**src/rtl/core/sui_pkg.sv**
```systemverilog
// Shared types and constants for the sorted unique insert table.
`default_nettype none
package sui_pkg;

  localparam int VALUE_BITS      = 16;
  localparam int ENTRY_BITS      = VALUE_BITS - 1;
  localparam int POS_BITS        = 8;
  localparam int STATUS_BITS     = 3;
  localparam int COUNT_OUT_BITS  = 7;

  typedef enum logic {
    KIND_INSERT = 1'b0,
    KIND_READ   = 1'b1
  } kind_t;

  typedef enum logic [STATUS_BITS-1:0] {
    ST_OK     = 3'd0,
    ST_DUP    = 3'd1,
    ST_NONPOS = 3'd2,
    ST_FULL   = 3'd3,
    ST_RANGE  = 3'd4
  } status_t;

  typedef struct packed {
    kind_t                        kind;
    logic signed [VALUE_BITS-1:0] value;
    logic [POS_BITS-1:0]          position;
  } in_item_t;

  typedef struct packed {
    status_t                      status;
    logic signed [VALUE_BITS-1:0] entry_out;
    logic [COUNT_OUT_BITS-1:0]    entry_count;
  } out_item_t;

  // Token that walks the cell chain, one cell per cycle.
  typedef struct packed {
    logic                  active;
    logic                  done;
    kind_t                 kind;
    logic                  carrying;
    status_t               status;
    logic [ENTRY_BITS-1:0] val;
    logic [POS_BITS-1:0]   position;
    logic [ENTRY_BITS-1:0] rd_data;
  } tok_t;

endpackage
`default_nettype wire

```
**src/rtl/core/sui_cell.sv**
```systemverilog
// One table slot: holds an entry and acts on the token passing through it.
`default_nettype none
module sui_cell #(
  parameter int IDX = 0,
  parameter int CW  = 7
) (
  input  wire logic          clk,
  input  wire logic          rst_n,
  input  wire logic [CW-1:0] count,
  input  wire logic          full,
  input  wire sui_pkg::tok_t tok_in,
  output sui_pkg::tok_t      tok_out
);
  import sui_pkg::*;

  localparam int IW = (CW > POS_BITS) ? CW : POS_BITS;
  localparam logic [CW-1:0] IDX_C  = CW'(IDX);
  localparam logic [IW-1:0] IDX_IW = IW'(IDX);

  logic [ENTRY_BITS-1:0] entry_r;
  logic [ENTRY_BITS-1:0] entry_nxt;
  tok_t                  tok_r;
  tok_t                  tok_nxt;
  logic                  in_range;
  logic                  pos_hit;

  assign in_range = (IDX_C < count);
  assign pos_hit  = (IW'(tok_in.position) == IDX_IW);

  always_comb begin
    tok_nxt   = tok_in;
    entry_nxt = entry_r;
    if (tok_in.active && !tok_in.done) begin
      if (tok_in.kind == KIND_READ) begin
        if (in_range && pos_hit) begin
          tok_nxt.rd_data = entry_r;
          tok_nxt.status  = ST_OK;
          tok_nxt.done    = 1'b1;
        end
      end else if (tok_in.carrying) begin
        // Ripple the displaced entry upward; the first slot past the count ends it.
        entry_nxt = tok_in.val;
        if (in_range) begin
          tok_nxt.val = entry_r;
        end else begin
          tok_nxt.status = ST_OK;
          tok_nxt.done   = 1'b1;
        end
      end else if (in_range) begin
        if (entry_r == tok_in.val) begin
          tok_nxt.status = ST_DUP;
          tok_nxt.done   = 1'b1;
        end else if (entry_r > tok_in.val) begin
          // Every later entry is larger too, so no duplicate can follow.
          if (full) begin
            tok_nxt.status = ST_FULL;
            tok_nxt.done   = 1'b1;
          end else begin
            entry_nxt        = tok_in.val;
            tok_nxt.val      = entry_r;
            tok_nxt.carrying = 1'b1;
          end
        end
      end else begin
        // First free slot: the new value is the largest so far.
        entry_nxt      = tok_in.val;
        tok_nxt.status = ST_OK;
        tok_nxt.done   = 1'b1;
      end
    end
  end

  always_ff @(posedge clk) begin
    if (!rst_n) begin
      tok_r <= '0;
    end else begin
      tok_r <= tok_nxt;
    end
  end

  always_ff @(posedge clk) begin
    entry_r <= entry_nxt;
  end

  assign tok_out = tok_r;

endmodule
`default_nettype wire

```
**config.mk**
```make
export PLATFORM = sky130hd
export DESIGN_NAME = sui_cell
export DESIGN_NICKNAME = d
export VERILOG_FILES = /design/src/rtl/core/sui_pkg.sv /design/src/rtl/core/sui_cell.sv
export SDC_FILE = /design/constraint.sdc
export NUM_CORES = 1
export LEC_CHECK = 0
export BUFFER_PORTS_ARGS = -buffer_cell sky130_fd_sc_hd__clkbuf_2
export CAP_MARGIN = 25
export CORE_AREA = 2 2 73 75
export CTS_CLUSTER_DIAMETER = 100
export DETAILED_ROUTE_END_ITERATION = 12
export DIE_AREA = 0 0 75 77
export GPL_TIMING_DRIVEN = 0
export PLACE_DENSITY = 0.87
export SETUP_SLACK_MARGIN = 0.02
export SLEW_MARGIN = 30
export SYNTH_ARGS = -nofsm -noshare
export SYNTH_HDL_FRONTEND = slang
export SYNTH_SLANG_ARGS = --single-unit
```
**constraint.sdc**
```tcl
create_clock -name clk -period 4.7 [get_ports clk]
set_clock_uncertainty 0.2 [all_clocks]
set_input_delay 0.235 -clock clk [delete_from_list [all_inputs] [get_ports clk]]
set_output_delay 0.235 -clock clk [all_outputs]
set_load 0.005 [all_outputs]
```
==> results.md, run 1 <==
- Count of final hold-check violations: 0
- Postcts setup bufs: 0
- Routed Antenna Nets: 0
- Crit path required time: 4.59 ns
- Synth top area share: 35.36%
- Synth cell count leaders: dfxtp_1 (45), nand2_1 (25), o21ai_0 (20), inv_1 (18), nor2b_1 (17)
- Yosys reg bits: 60
- RSZ-0062 raised after global routing: false
- Final HPWL DP: 4744 um
- Fmax achieved: 331.4 MHz
- Met3 wire length: 489 um
- Mapped Area: 2547 um^2
- Async SR Flop Fraction: 0%
- Outcome: finished clean
- Worst-margin pin slew: 0.7471 ns
- Fraction of layout cells with a size suffix above 1: 28.95%
- HP Class: in -> reg
- Drt via density: 5.096
- Worst endpoint data arrival time: 2.91 ns
- First-pass GRT wire length: 11,440 um
- Initial core utilization: 51.18%
- Main synth FF type: dfxtp_1
- Sequential element share of the synthesized area: 53.05%
- Top sig layer: met4
- Design Area, Final: 3754 um^2
- Mean Syn Cell Area: 10.19 um^2
- Slew HR: 49.73%
- Clock Power Share: 35.5%
- Drt first pass iters: 5
- Filler cells: 368
- Crit path capture type: register
- Internal: 0.8415 mW
- Initial antenna violation count: 0
- GP Congestion: 0.8518
- Setup TNS: 0 ns
- Critical Setup Path Class: in -> reg
- R2R cell count: 9
- Hold Crit Start: rst_n
- Area of the multi-input gates: 1069 um^2
- DR WL met2: 3811 um
- Sequential share of power: 50.6%
- CTS Buf Count: 9
- Placed cells: 421
- Hold Path Depth: 2
- CTS HTree Levels: 3
- EDFF count, synth: 15
- DRC Markers: 0
- Die Wd: 75 um
- Crit path time final: 3.018 ns
- Largest net degree at the start of global routing: 11
- Sink Count: 60
- Core Area: 4977 um^2
- Hold_ws: 0.08434 ns
- Tot GR Track Use: 26.82%
- Tcrit/Tclk final: 64.21%
- M1 WL: 3030 um
- Storage cell area: 1351 um^2
- Synth unique cells: 34
- Flop-to-flop setup slack: 1.87 ns
- Syn Nets: 320
- Vias in the first global route: 2,433
- Post-route setup slack: 1.682 ns
- Area Growth Syn to Fin: 47.35%
- Comb pwr share: 13.9%
- Yosys top cell by area: dfxtp_1
- Dpl ws: 1.915 ns
- DRT iter0 DRCs: 166
- Die Area: 5775 um^2
- Final Net Count: 476
- FP Rows: 26
- GR Overflow Total: 0
- Clock Tree Root: clkbuf_8
- Most frequent cell after synthesis: dfxtp_1
- Max-cap violations: 0
- Clock-pin transition on the worst setup and hold timing paths: 0.06 ns
- Final core occ: 75.41%
- Hold worst-path end: tok_out[44]
- Placed cell area: 3151 um^2
- Sw frac: 24.57%
- Final Setup Violations: 0
- DR vias: 2,451
- Ant. Diodes: 0
- P_leak: 1.694 nW
- Die height: 77 um
- Post-Route WL: 7526 um
- Avg WL per Cell: 15.65 um
- I/O pin count: 100
- Cells after synthesis: 250
- CTS tree: done
- Post-route insts no fill: 481
- Ys Warns: 0
- Fin. max-slew vios: 0
- Max clock buf depth: 2
- Pwr dens: 297.2 nW/um^2
- Input/output buffers: 99
- Peak supply drop: 0.2055 mV
- Total power: 1.116 mW
- Area contributors post-synth: dfxtp_1 (35%), edfxtp_1 (18%), ha_1 (7.4%)
- R2r endpoint: entry_r[7]
- Clk_lat worst skew: 0.34 ns
- Net switching power: 0.2742 mW
- Critical path peak fanout: 8
- Reg2reg start: entry_r[8]
- Worst setup SP type: primary input
per-layer routing:
| metal | vias up | track usage (%) |
|---|---|---|
| met5 | - | 0 |
| met2 | 118 | 46.14 |
| li1 | 1181 | - |
| met3 | 21 | 5.913 |
| met4 | 0 | 13.57 |
| met1 | 1131 | 30.14 |
repair_timing:
| action | 4_1_cts | 5_1_grt |
|---|---|---|
| endpoints found under the hold margin | 59 | 0 |
| resized for setup | 0 | 0 |
| setup endpoints to repair | 0 | 0 |
| hold buffers | 44 | 0 |
worst max-delay path, cell delays in order:
cell	delay, ns
dlygate4sd3_1	0.55
clkbuf_2	0.14
inv_1	0.04
ha_1	0.31
a21oi_1	0.15
o21ai_0	0.13
a2111oi_0	0.55
a21oi_1	0.17
a21oi_1	0.18
nor3b_2	0.07
buf_4	0.18
buf_4	0.19
area by class of cell:
| class | instances | share of cell area [%] |
|---|---|---|
| tap | 70 | 2.333 |
| clock buffer | 14 | 4.067 |
| sequential | 60 | 36.00 |
| clock inverter | 2 | 0.2667 |
| inverter | 18 | 1.800 |
| buffer | 11 | 1.733 |
| multi-input combinational | 161 | 28.47 |
| timing repair buffer | 145 | 25.33 |
cells by family (layout without fill, tap and decap cells):
logic type	Yosys count	after routing	synth area share, %
flip-flops	60	60	53.04
AO/OA/AOI/OAI	43	43	9.971
adder cells (fa/ha/maj)	15	15	7.367
multiplexers	15	15	5.894
buffers and inverters	29	190	5.206
AND/OR/NAND/NOR	88	88	18.52
flip-flops by register name (all words and copies together) (netlist names):
register	cells
entry_r	15
tok_out	45
placed cells by master (no fill, tap or decap), drive strengths merged, types with 5 or more instances in the layout:
cell type	count
o21ai	20
nand2	25
inv	18
a21oi	12
nand3	16
and2	10
nor2b	17
dlygate4sd3	44
edfxtp	15
clkbuf	121
mux2i	15
ha	15
dfxtp	45
buf	5
power by group through the flow:
stage,clock [mW],combinational [mW],sequential (mW)
final,0.396,0.155,0.564
after global routing,0.424,0.172,0.565
after CTS,0.399,0.152,0.563
after detailed placement,0,0.122,0.574
after global placement,0,0.117,0.573
after floorplan,0,0.0522,0.577
worst max-delay path by stage:
| stage | end | from | cells after the start | slack (ns) |
|---|---|---|---|---|
| after floorplan | entry_r[0] | entry_r[14] | 7 | 1.57 |
| after global placement | entry_r[6] | entry_r[6] | 7 | 0.64 |
| after detailed placement | entry_r[6] | entry_r[10] | 9 | 1.92 |
| after CTS | entry_r[7] | tok_in[33] | 12 | 1.72 |
| after global routing | entry_r[7] | tok_in[35] | 12 | 1.47 |
| final | entry_r[7] | tok_in[35] | 12 | 1.68 |
(Power assumes the default switching activity.)
==> inputs of run 2 (changes only) <==
--- a/config.mk
+++ b/config.mk
@@ -5,14 +5,15 @@
 export SDC_FILE = /design/constraint.sdc
 export NUM_CORES = 1
 export LEC_CHECK = 0
+export ABC_AREA = 1
 export BUFFER_PORTS_ARGS = -buffer_cell sky130_fd_sc_hd__clkbuf_2
 export CAP_MARGIN = 25
-export CORE_AREA = 2 2 73 75
+export CORE_AREA = 2 2 81 83
 export CTS_CLUSTER_DIAMETER = 100
 export DETAILED_ROUTE_END_ITERATION = 12
-export DIE_AREA = 0 0 75 77
+export DIE_AREA = 0 0 83 85
 export GPL_TIMING_DRIVEN = 0
-export PLACE_DENSITY = 0.87
+export PLACE_DENSITY = 0.81
 export SETUP_SLACK_MARGIN = 0.02
 export SLEW_MARGIN = 30
 export SYNTH_ARGS = -nofsm -noshare
==> constraint.sdc (replaced) <==
create_clock -name clk -period 3 [get_ports clk]
set_clock_uncertainty 0.2 [all_clocks]
set_input_delay 0.15 -clock clk [delete_from_list [all_inputs] [get_ports clk]]
set_output_delay 0.15 -clock clk [all_outputs]
set_load 0.005 [all_outputs]
==> run 2 against run 1 <==
Compared with the run above:
- register-to-register slack got worse by 1.6 ns
- core utilization decreased by 5.6 points
- sequential power increased by 57%
- count of clock-buffer cells in the layout unchanged
- critical endpoint unchanged
- combinational power increased by 100%
- global-route usage decreased by 0.57 points
- die area increased by 22%
- non-clock buffer count increased by 3
- flip-flop and latch count unchanged
==> results.md, run 2 <==
- Post-Synth XOR/XNOR Area: 0% (unchanged)
- Post-Route WL: 8878 um (+18%)
- Main synth FF type: dfxtp_1
- Count of final hold-check violations: 0 (unchanged)
- Sink Count: 60 (unchanged)
- Die Area: 7055 um^2 (+22%)
- Final Setup Violations: 0 (unchanged)
- Critical path's slowest cell: dlygate4sd3_1
- Max-cap violations: 0 (unchanged)
- Final Net Count: 636 (+34%)
- Setup TNS: 0 ns (unchanged)
- Area contributors post-synth: dfxtp_1 (30%), edfxtp_1 (15%), nand2_1 (11%)
- Cells after synthesis: 409 (+64%)
- Critical Setup Path Class: in -> reg
- Hold Crit Start: full
- Most frequent cells in the layout: clkbuf_2 (98), nand2_1 (92), inv_1 (80)
- Most Frequent Cell on Critical Path: nand2_1
- Area Growth Syn to Fin: 42.69%
- Largest family of logic cells by synthesized area: simple AND/OR/NAND/NOR gates
- Clk_lat worst skew: 0.35 ns (about the same)
- Mean Syn Cell Area: 7.425 um^2 (-27%)
- Worst path top cell family by delay: buffers and inverters
- Crit path required time: 2.79 ns (-1.80 ns)
- Routed Antenna Nets: 0 (unchanged)
- Async SR Flop Fraction: 0% (unchanged)
- Input/output buffers: 98 (-1.0%)
- Fin. max-slew vios: 0 (unchanged)
- Final HPWL DP: 5914 um (+25%)
- Crit path time final: 2.741 ns
- Core Area: 6205 um^2 (+25%)
- Fraction of layout cells with a size suffix above 1: 23.47% (-5.5 points)
- Most frequent cell after synthesis: nand2_1
- CTS Buf Count: 9 (unchanged)
- Ys Warns: 0 (unchanged)
- GP Congestion: 0.8521 (about the same)
- Yosys reg bits: 60 (unchanged)
- Postcts setup bufs: 0 (unchanged)
- Tcrit/Tclk final: 91.38%
- Filler cells: 490 (+33%)
- CTS HTree Levels: 3 (unchanged)
- Clock-pin transition on the worst setup and hold timing paths: 0.06 ns (about the same)
- CTS tree: done
- Yosys top cell by area: dfxtp_1
- Synth cell count leaders: nand2_1 (92), inv_1 (81), dfxtp_1 (45), a21oi_1 (44), o21ai_0 (30)
- Peak supply drop: 0.2716 mV (+32%)
- Drt via density: 5.079 (-0.33%)
- Vias in the first global route: 3,241 (+33%)
- Die height: 85 um (+10%)
- Hold_ws: 0.07050 ns (-0.01384 ns)
- Reg2reg start: entry_r[6]
- Largest net degree at the start of global routing: 16 (+5)
- Syn Nets: 479 (+50%)
- Worst-margin pin slew: 0.5981 ns (-0.1490 ns)
- Max clock buf depth: 2 (unchanged)
- Fmax achieved: 364.8 MHz
- Clock Tree Root: clkbuf_8
- Drt first pass iters: 6 (+1)
- FP Rows: 29 (+12%)
- DR vias: 3,291 (+34%)
- Worst setup SP type: primary input
- CP Buf/Inv Count: 5 (unchanged)
- Synth Area in Simple Gates: 21.01% (+2.5 points)
- Pwr dens: 459.1 nW/um^2 (+54%)
- Initial antenna violation count: 0 (unchanged)
- HP Class: in -> reg
- Commonest non-fill, non-tap cell in the layout: clkbuf_2
- Synth unique cells: 25 (-26%)
- Post-Synth Adder-Cell Area: 6.180% (-1.2 points)
- Avg WL per Cell: 13.70 um (-12%)
- DRT iter0 DRCs: 205 (+23%)
- DRC Markers: 0 (unchanged)
- Tot GR Track Use: 26.25% (-0.57 points)
- Crit path largest cell delay: 0.52 ns (-0.03 ns)
- Die Wd: 83 um (+11%)
- Initial core utilization: 48.94% (-2.2 points)
- Compound-Gate Fraction of Synth Area: 15.95% (+6.0 points)
- GR Overflow Total: 0 (unchanged)
- Mapped Area: 3037 um^2 (+19%)
- Synth top area share: 29.67% (-5.7 points)
- Sequential element share of the synthesized area: 44.50% (-8.5 points)
- Ant. Diodes: 0 (unchanged)
- First-pass GRT wire length: 14,580 um (+27%)
- CP cell instances: dlygate4sd3_1 > clkbuf_2 > inv_1 > ha_1 > nand2_1 > inv_1 > a21oi_1 > nand2_1 > nand2_1 > nand2_2 > nand3_2 > nand2_1 > nand2_1 > clkinvlp_4
- Worst Setup SP: tok_in[29]
- Slew HR: 60.13% (+10 points)
- Critical path peak fanout: 15 (+7)
- EDFF count, synth: 15 (unchanged)
- I/O pin count: 100 (unchanged)
- Post-synthesis mux area share: 0% (-5.9 points)
- Crit path capture type: register
- P_leak: 2.300 nW (+36%)
- RSZ-0062 raised after global routing: false
- Outcome: finished clean
- Max reg flops: 45 (unchanged)
- Worst endpoint data arrival time: 2.53 ns (-0.38 ns)
## run 2: worst paths after layout
check | to | slack [ns] | cells past startpoint
max | entry_r[7] | 0.26 | 14
max reg2reg | entry_r[7] | 0.31 | 11
min reg2reg | tok_out[37] | 0.40 | 2
min | tok_out[38] | 0.07 | 5
## run 2: routing by layer
layer  wire length [um]  global-route usage [%]
met3                756                   7.004
met2               4369                   45.75
met1               3615                   30.62
met5                  0                       0
met4                136                   11.18
## run 2: cell type report
class | count | area [um^2] | share of cell area (%)
clock inverters | 2 | 10.01 | 0.2310
repair buffers | 146 | 970.9 | 22.41
well taps | 77 | 96.34 | 2.224
clock buffers | 14 | 215.2 | 4.967
plain buffers | 13 | 58.81 | 1.357
inverters | 84 | 320.3 | 7.392
flip-flops and latches | 60 | 1351 | 31.19
multi-input cells | 252 | 1310 | 30.23
## run 2: logic make-up (layout without fill, tap and decap cells)
group                      after synthesis  after routing
and+or+nand+nor                        149            149
buffers and inverters                   97            259
AOI/OAI and AO/OA                       88             88
DFF                                     60             60
adders and majority gates               15             15
## run 2: what timing repair did
item	in CTS	in global routing
gates resized for setup	0	1
hold buffers	48	0
setup endpoints to repair	0	15
endpoints found under the hold margin	60	0
## run 2: report_power, final
| part | internal [mW] | switching, mW |
|---|---|---|
| sequential | 0.870 | 0.0158 |
| combinational | 0.147 | 0.167 |
| clock | 0.466 | 0.324 |
| total | 1.48 | 0.507 |
## run 2: worst register-to-register path, stage by stage, from the launching register on
cell,delay [ns]
edfxtp_1,0.46
ha_1,0.34
nand2_1,0.12
inv_1,0.05
a21oi_1,0.14
nand2_1,0.08
nand2_1,0.07
nand2_2,0.08
nand3_2,0.09
nand2_1,0.08
nand2_1,0.22
clkinvlp_4,0.40
## run 2: through the flow
step                      area (um^2)  instances  util, %  worst slack, ns  total power [mW]
after floorplan                  3037        409        -           0.7193             1.042
after global placement           3623        584    58.40           0.3595             1.152
after detailed placement         3623        584    58.40           0.3327             1.160
after CTS                        4329        648    69.77           0.2579             1.988
after global routing             4333        648    69.83          0.03074             2.085
final                            4333        648    69.83           0.2587             1.989
